===== src/rtl/core/mlsm_pkg.sv =====
// Shared types and constants for the multi-linked stack manager.
// No dependencies; used by the interfaces, mlsm_core and the top level.
package mlsm_pkg;

   localparam int DATA_W = 8;
   localparam int SIDX_W = 4;
   // stack_index is zero-extended to this width before range checks
   localparam int SEL_W = 7;

   localparam int NUM_STACKS_DEF = 10;
   localparam int POOL_SIZE_DEF  = 64;

   typedef enum logic {
      FUNC_PUSH = 1'b0,
      FUNC_POP  = 1'b1
   } func_type;

endpackage


===== src/rtl/core/mlsm_ifs.sv =====
// Valid/ready channel interfaces for request and response beats.
// Depends on mlsm_pkg for field widths and the operation code type.
interface mlsm_req_if;
   logic                         valid;
   logic                         ready;
   mlsm_pkg::func_type           func;
   logic [mlsm_pkg::SIDX_W-1:0]  stack_index;
   logic [mlsm_pkg::DATA_W-1:0]  push_data;

   modport source (output valid, func, stack_index, push_data, input ready);
   modport sink   (input valid, func, stack_index, push_data, output ready);
endinterface

interface mlsm_rsp_if;
   logic                         valid;
   logic                         ready;
   logic [mlsm_pkg::DATA_W-1:0]  pop_data;
   logic                         success;

   modport source (output valid, pop_data, success, input ready);
   modport sink   (input valid, pop_data, success, output ready);
endinterface


===== src/rtl/core/mlsm_core.sv =====
// Stack state, per-stack top-of-stack cache and the shared node memory.
// Depends on mlsm_pkg. One operation per cycle when op_go is high.
module mlsm_core #(
   parameter int NUM_STACKS = mlsm_pkg::NUM_STACKS_DEF,
   parameter int POOL_SIZE  = mlsm_pkg::POOL_SIZE_DEF
) (
   input  logic                        clock,
   input  logic                        reset,
   input  logic                        op_go,
   input  mlsm_pkg::func_type          op_func,
   input  logic [mlsm_pkg::SIDX_W-1:0] op_sidx,
   input  logic [mlsm_pkg::DATA_W-1:0] op_data,
   output logic [mlsm_pkg::DATA_W-1:0] res_pop_data,
   output logic                        res_success
);

   localparam int PW = $clog2(POOL_SIZE + 1);   // pointer incl. null
   localparam int IW = $clog2(POOL_SIZE);       // memory address
   localparam int SW = (NUM_STACKS > 1) ? $clog2(NUM_STACKS) : 1;
   localparam logic [PW-1:0] NIL = PW'(POOL_SIZE);
   localparam logic [mlsm_pkg::SEL_W-1:0] NSTK = mlsm_pkg::SEL_W'(NUM_STACKS);

   // per-stack head plus a copy of the top node's data and link
   logic [PW-1:0]               head_ff  [NUM_STACKS];
   logic [mlsm_pkg::DATA_W-1:0] tdata_ff [NUM_STACKS];
   logic [PW-1:0]               tnext_ff [NUM_STACKS];
   logic [PW-1:0]               free_head_ff;
   logic [PW-1:0]               free_next_ff;   // link of the free-list head node
   logic [PW-1:0]               fresh_ff;

   // refill read in flight: registered in rd_data_ff/rd_next_ff, then written into the cache
   logic                        pend_ff;
   logic                        pend_free_ff;
   logic [SW-1:0]               pend_stk_ff;

   logic [mlsm_pkg::DATA_W-1:0] mem_data [POOL_SIZE];
   logic [PW-1:0]               mem_next [POOL_SIZE];
   logic [mlsm_pkg::DATA_W-1:0] rd_data_ff;
   logic [PW-1:0]               rd_next_ff;

   logic [mlsm_pkg::SEL_W-1:0]  sel_ext;
   logic                        in_range;
   logic [SW-1:0]               sidx;
   logic [PW-1:0]               cur_head;
   logic [mlsm_pkg::DATA_W-1:0] cur_tdata;
   logic [PW-1:0]               cur_tnext;
   logic [PW-1:0]               cur_fnext;
   logic                        pend_hit;
   logic                        have_free;
   logic                        have_fresh;
   logic                        push_ok;
   logic                        pop_ok;
   logic [PW-1:0]               node;
   logic [IW-1:0]               raddr;
   logic [IW-1:0]               waddr;
   logic [PW-1:0]               wnext;

   assign sel_ext  = {{(mlsm_pkg::SEL_W - mlsm_pkg::SIDX_W){1'b0}}, op_sidx};
   assign in_range = sel_ext < NSTK;
   assign sidx     = in_range ? sel_ext[SW-1:0] : '0;

   // forward a refill that has just returned but is not yet in the cache
   assign pend_hit  = pend_ff && !pend_free_ff && (pend_stk_ff == sidx);
   assign cur_head  = head_ff[sidx];
   assign cur_tdata = pend_hit ? rd_data_ff : tdata_ff[sidx];
   assign cur_tnext = pend_hit ? rd_next_ff : tnext_ff[sidx];
   assign cur_fnext = (pend_ff && pend_free_ff) ? rd_next_ff : free_next_ff;

   assign have_free  = free_head_ff != NIL;
   assign have_fresh = fresh_ff != NIL;
   assign push_ok    = in_range && (op_func == mlsm_pkg::FUNC_PUSH) && (have_free || have_fresh);
   assign pop_ok     = in_range && (op_func == mlsm_pkg::FUNC_POP) && (cur_head != NIL);
   assign node       = have_free ? free_head_ff : fresh_ff;

   assign raddr = pop_ok ? cur_tnext[IW-1:0] : cur_fnext[IW-1:0];
   assign waddr = push_ok ? node[IW-1:0] : cur_head[IW-1:0];
   assign wnext = push_ok ? cur_head : free_head_ff;

   assign res_pop_data = pop_ok ? cur_tdata : '0;
   assign res_success  = push_ok || pop_ok;

   always_ff @(posedge clock) begin
      if (reset) begin
         for (int s = 0; s < NUM_STACKS; s++) begin
            head_ff[s] <= NIL;
         end
         free_head_ff <= NIL;
         fresh_ff     <= '0;
         pend_ff      <= 1'b0;
      end else begin
         pend_ff <= 1'b0;
         if (pend_ff) begin
            if (pend_free_ff) begin
               free_next_ff <= rd_next_ff;
            end else begin
               tdata_ff[pend_stk_ff] <= rd_data_ff;
               tnext_ff[pend_stk_ff] <= rd_next_ff;
            end
         end
         if (op_go && push_ok) begin
            head_ff[sidx]  <= node;
            tdata_ff[sidx] <= op_data;
            tnext_ff[sidx] <= cur_head;
            if (have_free) begin
               free_head_ff <= cur_fnext;
               if (cur_fnext != NIL) begin
                  pend_ff      <= 1'b1;
                  pend_free_ff <= 1'b1;
               end
            end else begin
               fresh_ff <= fresh_ff + 1'b1;
            end
         end
         if (op_go && pop_ok) begin
            head_ff[sidx] <= cur_tnext;
            free_head_ff  <= cur_head;
            free_next_ff  <= free_head_ff;
            if (cur_tnext != NIL) begin
               pend_ff      <= 1'b1;
               pend_free_ff <= 1'b0;
               pend_stk_ff  <= sidx;
            end
         end
      end
   end

   // node memory: one write and one registered read per cycle
   always_ff @(posedge clock) begin
      if (op_go && (push_ok || pop_ok)) begin
         mem_next[waddr] <= wnext;
      end
      if (op_go && push_ok) begin
         mem_data[waddr] <= op_data;
      end
      rd_data_ff <= mem_data[raddr];
      rd_next_ff <= mem_next[raddr];
   end

endmodule


===== src/rtl/core/multi_linked_stack_manager.sv =====
// Pipeline: the request beat is registered in s1; the core operation runs when the
// response register is free and its result is registered as the response beat.
// Throughput: one request per cycle unless rsp_chan stalls; a top-of-stack or free-list
// refill read of the node memory is forwarded to the next op in the cycle after issue.
// Reset: synchronous; empties all stacks and the free list, no memory clearing pass.
// Depends on mlsm_pkg, mlsm_ifs and mlsm_core.
module multi_linked_stack_manager #(
   parameter int NUM_STACKS = mlsm_pkg::NUM_STACKS_DEF,
   parameter int POOL_SIZE  = mlsm_pkg::POOL_SIZE_DEF
) (
   input logic        clock,
   input logic        reset,
   mlsm_req_if.sink   req_chan,
   mlsm_rsp_if.source rsp_chan
);

   logic                        s1_valid_ff;
   mlsm_pkg::func_type          s1_func_ff;
   logic [mlsm_pkg::SIDX_W-1:0] s1_sidx_ff;
   logic [mlsm_pkg::DATA_W-1:0] s1_data_ff;

   logic                        rsp_valid_ff;
   logic [mlsm_pkg::DATA_W-1:0] pop_data_ff;
   logic                        success_ff;

   logic                        res_free;
   logic                        s1_fire;
   logic                        req_beat;
   logic [mlsm_pkg::DATA_W-1:0] res_pop_data;
   logic                        res_success;

   assign res_free = !rsp_valid_ff || rsp_chan.ready;
   assign s1_fire  = s1_valid_ff && res_free;
   assign req_chan.ready = !s1_valid_ff || s1_fire;
   assign req_beat = req_chan.valid && req_chan.ready;

   mlsm_core #(
      .NUM_STACKS(NUM_STACKS),
      .POOL_SIZE (POOL_SIZE)
   ) u_core (
      .clock       (clock),
      .reset       (reset),
      .op_go       (s1_fire),
      .op_func     (s1_func_ff),
      .op_sidx     (s1_sidx_ff),
      .op_data     (s1_data_ff),
      .res_pop_data(res_pop_data),
      .res_success (res_success)
   );

   always_ff @(posedge clock) begin
      if (reset) begin
         s1_valid_ff  <= 1'b0;
         rsp_valid_ff <= 1'b0;
      end else begin
         if (req_chan.ready) begin
            s1_valid_ff <= req_chan.valid;
         end
         if (res_free) begin
            rsp_valid_ff <= s1_valid_ff;
         end
      end
   end

   always_ff @(posedge clock) begin
      if (req_beat) begin
         s1_func_ff <= req_chan.func;
         s1_sidx_ff <= req_chan.stack_index;
         s1_data_ff <= req_chan.push_data;
      end
      if (s1_fire) begin
         pop_data_ff <= res_pop_data;
         success_ff  <= res_success;
      end
   end

   assign rsp_chan.valid    = rsp_valid_ff;
   assign rsp_chan.pop_data = pop_data_ff;
   assign rsp_chan.success  = success_ff;

endmodule

===== src/flat_wrapper.sv =====
// flat-port wrapper written by rule: the top's interface ports become plain ports
module multi_linked_stack_manager_flat 
#(
   parameter int NUM_STACKS = mlsm_pkg::NUM_STACKS_DEF,
   parameter int POOL_SIZE  = mlsm_pkg::POOL_SIZE_DEF
)
  (clock, reset, req_chan_valid, req_chan_func, req_chan_stack_index, req_chan_push_data, req_chan_ready, rsp_chan_valid, rsp_chan_pop_data, rsp_chan_success, rsp_chan_ready);
  mlsm_req_if req_chan_i ();
  mlsm_rsp_if rsp_chan_i ();
  input logic clock;
  input logic reset;
  input wire logic [$bits(req_chan_i.valid)-1:0] req_chan_valid;
  input wire logic [$bits(req_chan_i.func)-1:0] req_chan_func;
  input wire logic [$bits(req_chan_i.stack_index)-1:0] req_chan_stack_index;
  input wire logic [$bits(req_chan_i.push_data)-1:0] req_chan_push_data;
  output wire logic [$bits(req_chan_i.ready)-1:0] req_chan_ready;
  output wire logic [$bits(rsp_chan_i.valid)-1:0] rsp_chan_valid;
  output wire logic [$bits(rsp_chan_i.pop_data)-1:0] rsp_chan_pop_data;
  output wire logic [$bits(rsp_chan_i.success)-1:0] rsp_chan_success;
  input wire logic [$bits(rsp_chan_i.ready)-1:0] rsp_chan_ready;
  assign req_chan_i.valid = req_chan_valid;
  assign req_chan_i.func = req_chan_func;
  assign req_chan_i.stack_index = req_chan_stack_index;
  assign req_chan_i.push_data = req_chan_push_data;
  assign req_chan_ready = req_chan_i.ready;
  assign rsp_chan_valid = rsp_chan_i.valid;
  assign rsp_chan_pop_data = rsp_chan_i.pop_data;
  assign rsp_chan_success = rsp_chan_i.success;
  assign rsp_chan_i.ready = rsp_chan_ready;
  multi_linked_stack_manager #(.NUM_STACKS(NUM_STACKS), .POOL_SIZE(POOL_SIZE)) u_core (.clock(clock), .reset(reset), .req_chan(req_chan_i), .rsp_chan(rsp_chan_i));
endmodule

===== config.mk =====
export PLATFORM = sky130hd
export DESIGN_NAME = multi_linked_stack_manager_flat
export DESIGN_NICKNAME = d
export VERILOG_FILES = /design/src/rtl/core/mlsm_pkg.sv /design/src/rtl/core/mlsm_ifs.sv /design/src/rtl/core/mlsm_core.sv /design/src/rtl/core/multi_linked_stack_manager.sv /design/src/flat_wrapper.sv
export SDC_FILE = /design/constraint.sdc
export NUM_CORES = 2
export LEC_CHECK = 0
export ABC_AREA = 0
export BUFFER_PORTS_ARGS = -buffer_cell sky130_fd_sc_hd__buf_2
export CORE_MARGIN = 2
export CORE_UTILIZATION = 45
export CTS_BUF_LIST = sky130_fd_sc_hd__clkbuf_4 sky130_fd_sc_hd__clkbuf_8
export CTS_CLUSTER_DIAMETER = 200
export DETAILED_ROUTE_END_ITERATION = 10
export GPL_ROUTABILITY_DRIVEN = 0
export SYNTH_ARGS = -nofsm -noshare
export SYNTH_HDL_FRONTEND = slang
export SYNTH_SLANG_ARGS = --single-unit

===== constraint.sdc =====
create_clock -name clock -period 9.2 [get_ports clock]
set_clock_uncertainty 0.05 [all_clocks]
set_input_delay 2.3 -clock clock [delete_from_list [all_inputs] [get_ports clock]]
set_output_delay 2.3 -clock clock [all_outputs]
set_load 0.02 [all_outputs]

==> impl_results.rst <==
.. list-table::
   :header-rows: 1

   * - Metric
     - Value
   * - Status
     - finished, final reports clean
   * - Number of enable-type register cells in the synthesized netlist
     - 1222
   * - RR Startpoint
     - u_core.s1_sidx_ff[2]
   * - Worst Path Max Fanout
     - 23
   * - PwrDens
     - 217 mW/mm^2
   * - Slew at the pin closest to its max-slew limit
     - 1.22 ns
   * - Most used cells in the layout excluding fill and tap cells
     - edfxtp_1, and3_1, a211oi_1
   * - Register-to-Register Setup Slack
     - 1.87 ns
   * - Post-CTS resize count
     - 0
   * - Leakage power
     - 19.8 nW
   * - Detailed-routed wire length on met3
     - 11.1 mm
   * - Overall fraction of global-route tracks in use
     - 24.8%
   * - Reg2Reg Depth
     - 13
   * - Cell count after synthesis
     - 3865
   * - Fin crit share
     - 79.7%
   * - Starting DRC count in detailed routing
     - 4325
   * - Most used DFF post-synth
     - edfxtp_1
   * - Reg2reg end
     - u_core.u_core.rd_next_ff[3]
   * - Final Util
     - 50.2%
   * - Delay-heaviest family, CP
     - compound AO/OA/AOI/OAI gates
   * - Routed wire length on met2
     - 71.9 mm
   * - Worst Hold Slack
     - 0.470 ns
   * - Starting Density
     - 45.4%
   * - Worst vdd rail ir drop
     - 0.136 mV
   * - Cell area after technology mapping
     - 0.0529 mm^2
   * - Highest routing layer actually used
     - met4
   * - Routed Wire Length
     - 152 mm
   * - Launching element type of the critical path
     - flop
   * - Wire length per cell after detailed routing
     - 27.5 um
   * - Clock-pin slew on the worst setup and hold paths
     - 0.06 ns
   * - Net total in the final layout
     - 3865
   * - Sequential fraction of the synthesis area
     - 70.5%
   * - Endpoints failing hold
     - 0
   * - Antenna violations before repair
     - 3
   * - CTS tree
     - built
   * - Number of setup buffers added after CTS
     - 0
   * - Global-route wire length before repair
     - 223 mm
   * - Number of buffers created by CTS
     - 203
   * - Routed Antenna Nets
     - 0
   * - Count of input and output buffers
     - 27
   * - Via count
     - 34100
   * - Max incr delay on CP
     - 1.08 ns
   * - CTS HTree Levels
     - 4
   * - Die X-Extent
     - 347 um
   * - Area of the core region
     - 0.117 mm^2
   * - Half-perimeter wire length after detailed placement
     - 88.0 mm
   * - FILL cells
     - 9853
   * - Worst Setup End Kind
     - flop
   * - Cell type of the slowest stage on the worst timing path
     - mux2i_4
   * - Hold Crit Class
     - flop to flop
   * - Cell at the root of the clock tree
     - clkbuf_8
   * - GRT Residual Overflow
     - 0
   * - Skew-Pair Late Insertion Delay
     - 0.92 ns
   * - Number of global-route vias before repair
     - 33200
   * - Remaining DRCs
     - 0
   * - Count of warnings emitted by yosys
     - 0
   * - Final critical delay including setup and external delays
     - 7.33 ns
   * - Setup repair after global routing missed its margin
     - false
   * - Share of post-route cells with drive strength above 1
     - 13.6%
   * - Maximum Capacitance Violations
     - 0
   * - Die height
     - 347 um
   * - Unique cell type count in the Yosys netlist
     - 76
   * - Avg Synthesized Cell Area
     - 13.7 um^2
   * - TritonCTS Sinks
     - 1254
   * - Arrival time reported for the critical path endpoint
     - 8.08 ns
   * - CP Data Required Time
     - 9.95 ns
   * - Die Outline Area
     - 0.120 mm^2
   * - Number of synthesized register bits
     - 1254
   * - Worst max-slew margin expressed relative to the limit
     - 18.5%
   * - Critical path class
     - flop to flop
   * - Hold-fix buffers, CTS
     - 0
   * - Number of cells traversed by the worst hold path
     - 2
   * - Pin count of the biggest net entering global routing
     - 209
   * - Most common cell after layout, fill and taps aside
     - edfxtp_1
   * - Worst Path Buf+Inv
     - 2
   * - Setup tns final
     - 0 ns
   * - Hold-critical path endpoint
     - u_core.rsp_chan.valid
   * - Launch point of the worst hold path
     - u_core.s1_valid_ff
   * - Post-route met1 wirelength
     - 64.9 mm
   * - IO Pins
     - 28
   * - Layout overhead on the synthesized area
     - 10.4%
   * - Maximum count of clock buffers along a single path
     - 3
   * - Final setup fails
     - 0
   * - Critical Path, Cell by Cell
     - o21ai_2 > nand2_2 > a222oi_1 > o221a_2 > nand4_2 > o21ai_4 > mux2i_4 > buf_4 > buf_4 > a211oi_1 > nor4_1 > nor4_1 > o32ai_1
   * - Fmax
     - 136 MHz
   * - Routed vias/inst
     - 6.17
   * - Number of logic stages on the critical path including buffering
     - 13
   * - Cell Rows
     - 125
   * - Final max-slew violation count
     - 0
   * - Detailed Routing Iterations Pass 1
     - 6
   * - Share of flip-flops with an asynchronous set or reset
     - 0%
## cell usage after synthesis (9+ instances only)
library cell | instances | share of area [%]
nor3_1 | 21 | 0.20
buf_1 | 11 | 0.078
mux2_2 | 67 | 1.4
a222oi_1 | 10 | 0.19
a21oi_1 | 78 | 0.74
mux2i_1 | 71 | 1.3
inv_1 | 19 | 0.13
nand4_1 | 24 | 0.28
o21ai_0 | 76 | 0.72
and3_1 | 444 | 5.2
dfxtp_1 | 32 | 1.2
o311ai_0 | 12 | 0.20
a21boi_0 | 19 | 0.27
o22ai_1 | 55 | 0.65
buf_2 | 102 | 0.96
nor2_1 | 293 | 2.1
o41ai_1 | 91 | 1.5
nor4_1 | 28 | 0.33
buf_4 | 16 | 0.23
o32ai_1 | 18 | 0.30
nand2b_1 | 13 | 0.15
nor2b_1 | 9 | 0.11
nand2_1 | 343 | 2.4
edfxtp_1 | 1222 | 69
a211oi_1 | 432 | 6.1
clkbuf_1 | 201 | 1.4
nand3_1 | 35 | 0.33
## final cells by class
| type | instances | area, um^2 | share of cell area (%) |
|---|---|---|---|
| Clock inverter | 66 | 410 | 0.702 |
| Inverter | 23 | 86.3 | 0.148 |
| Multi-Input combinational cell | 2257 | 14300 | 24.4 |
| Antenna cell | 3 | 7.51 | 0.0128 |
| Sequential cell | 1254 | 37300 | 63.9 |
| Tap cell | 1524 | 1910 | 3.26 |
| Timing Repair Buffer | 107 | 886 | 1.52 |
| Clock buffer | 298 | 3550 | 6.08 |
## tightest hold or removal path, delay by kind of cell (launching register included)
family	cells	cell delay (ns)
AND/OR/NAND/NOR	2	0.15
flip-flops	1	0.33
## stage by stage
step	power, W	setup slack [ns]	std cells	instance area (um^2)
after detailed placement	0.00800	2.11	5165	54500
after floorplan	0.00747	4.20	3872	53000
final	0.0127	1.87	5532	58400
after global placement	0.00799	2.31	5165	54500
after global routing	0.0131	1.71	5530	58400
after CTS	0.0127	2.06	5529	58400
## worst max-delay path by stage
| stage | from | end | slack [ns] |
|---|---|---|---|
| after CTS | u_core.s1_sidx_ff[2] | u_core.u_core.rd_next_ff[3] | 2.06 |
| after floorplan | u_core.s1_sidx_ff[1] | u_core.u_core.mem_next[0][4] | 4.20 |
| after global placement | u_core.s1_sidx_ff[2] | u_core.u_core.rd_next_ff[3] | 2.31 |
| after detailed placement | u_core.s1_sidx_ff[2] | u_core.u_core.rd_next_ff[3] | 2.11 |
| final | u_core.s1_sidx_ff[2] | u_core.u_core.rd_next_ff[3] | 1.87 |
| after global routing | u_core.s1_sidx_ff[2] | u_core.u_core.rd_next_ff[3] | 1.71 |
## routing by layer
layer	GRT usage, %	up-vias
li1	-	15100
met1	34.7	17200
met2	39.6	1540
met3	3.97	276
met4	8.44	0
met5	0	-
## sequential cells by signal, indices dropped and copies added (netlist names), 8 cells and up
| signal | flops |
|---|---|
| u_core.rsp_chan.pop_data | 8 |
| u_core.u_core.mem_next | 448 |
| u_core.s1_data_ff | 8 |
| u_core.u_core.head_ff | 78 |
| u_core.u_core.rd_data_ff | 8 |
| u_core.u_core.tnext_ff | 70 |
| u_core.u_core.mem_data | 512 |
| u_core.u_core.tdata_ff | 80 |
## kinds of logic after synthesis
logic type / after synthesis / share of synthesized area [%]
flip-flops: 1254 / 70.5
AND/OR/NAND/NOR: 1236 / 11.5
AO/OA/AOI/OAI: 863 / 11.9
buffers and inverters: 361 / 3.02
multiplexers: 142 / 2.86
XOR/XNOR: 6 / 0.0992
adder cells (fa/ha/maj): 2 / 0.0473
other: 1 / 0.00708
## power by group
part / switching (W) / internal (W)
Clock: 0.00224 / 0.00253
Sequential: 0.000144 / 0.00641
Combinational: 0.000953 / 0.000404
Note: power is estimated with default switching activity, not from simulation.
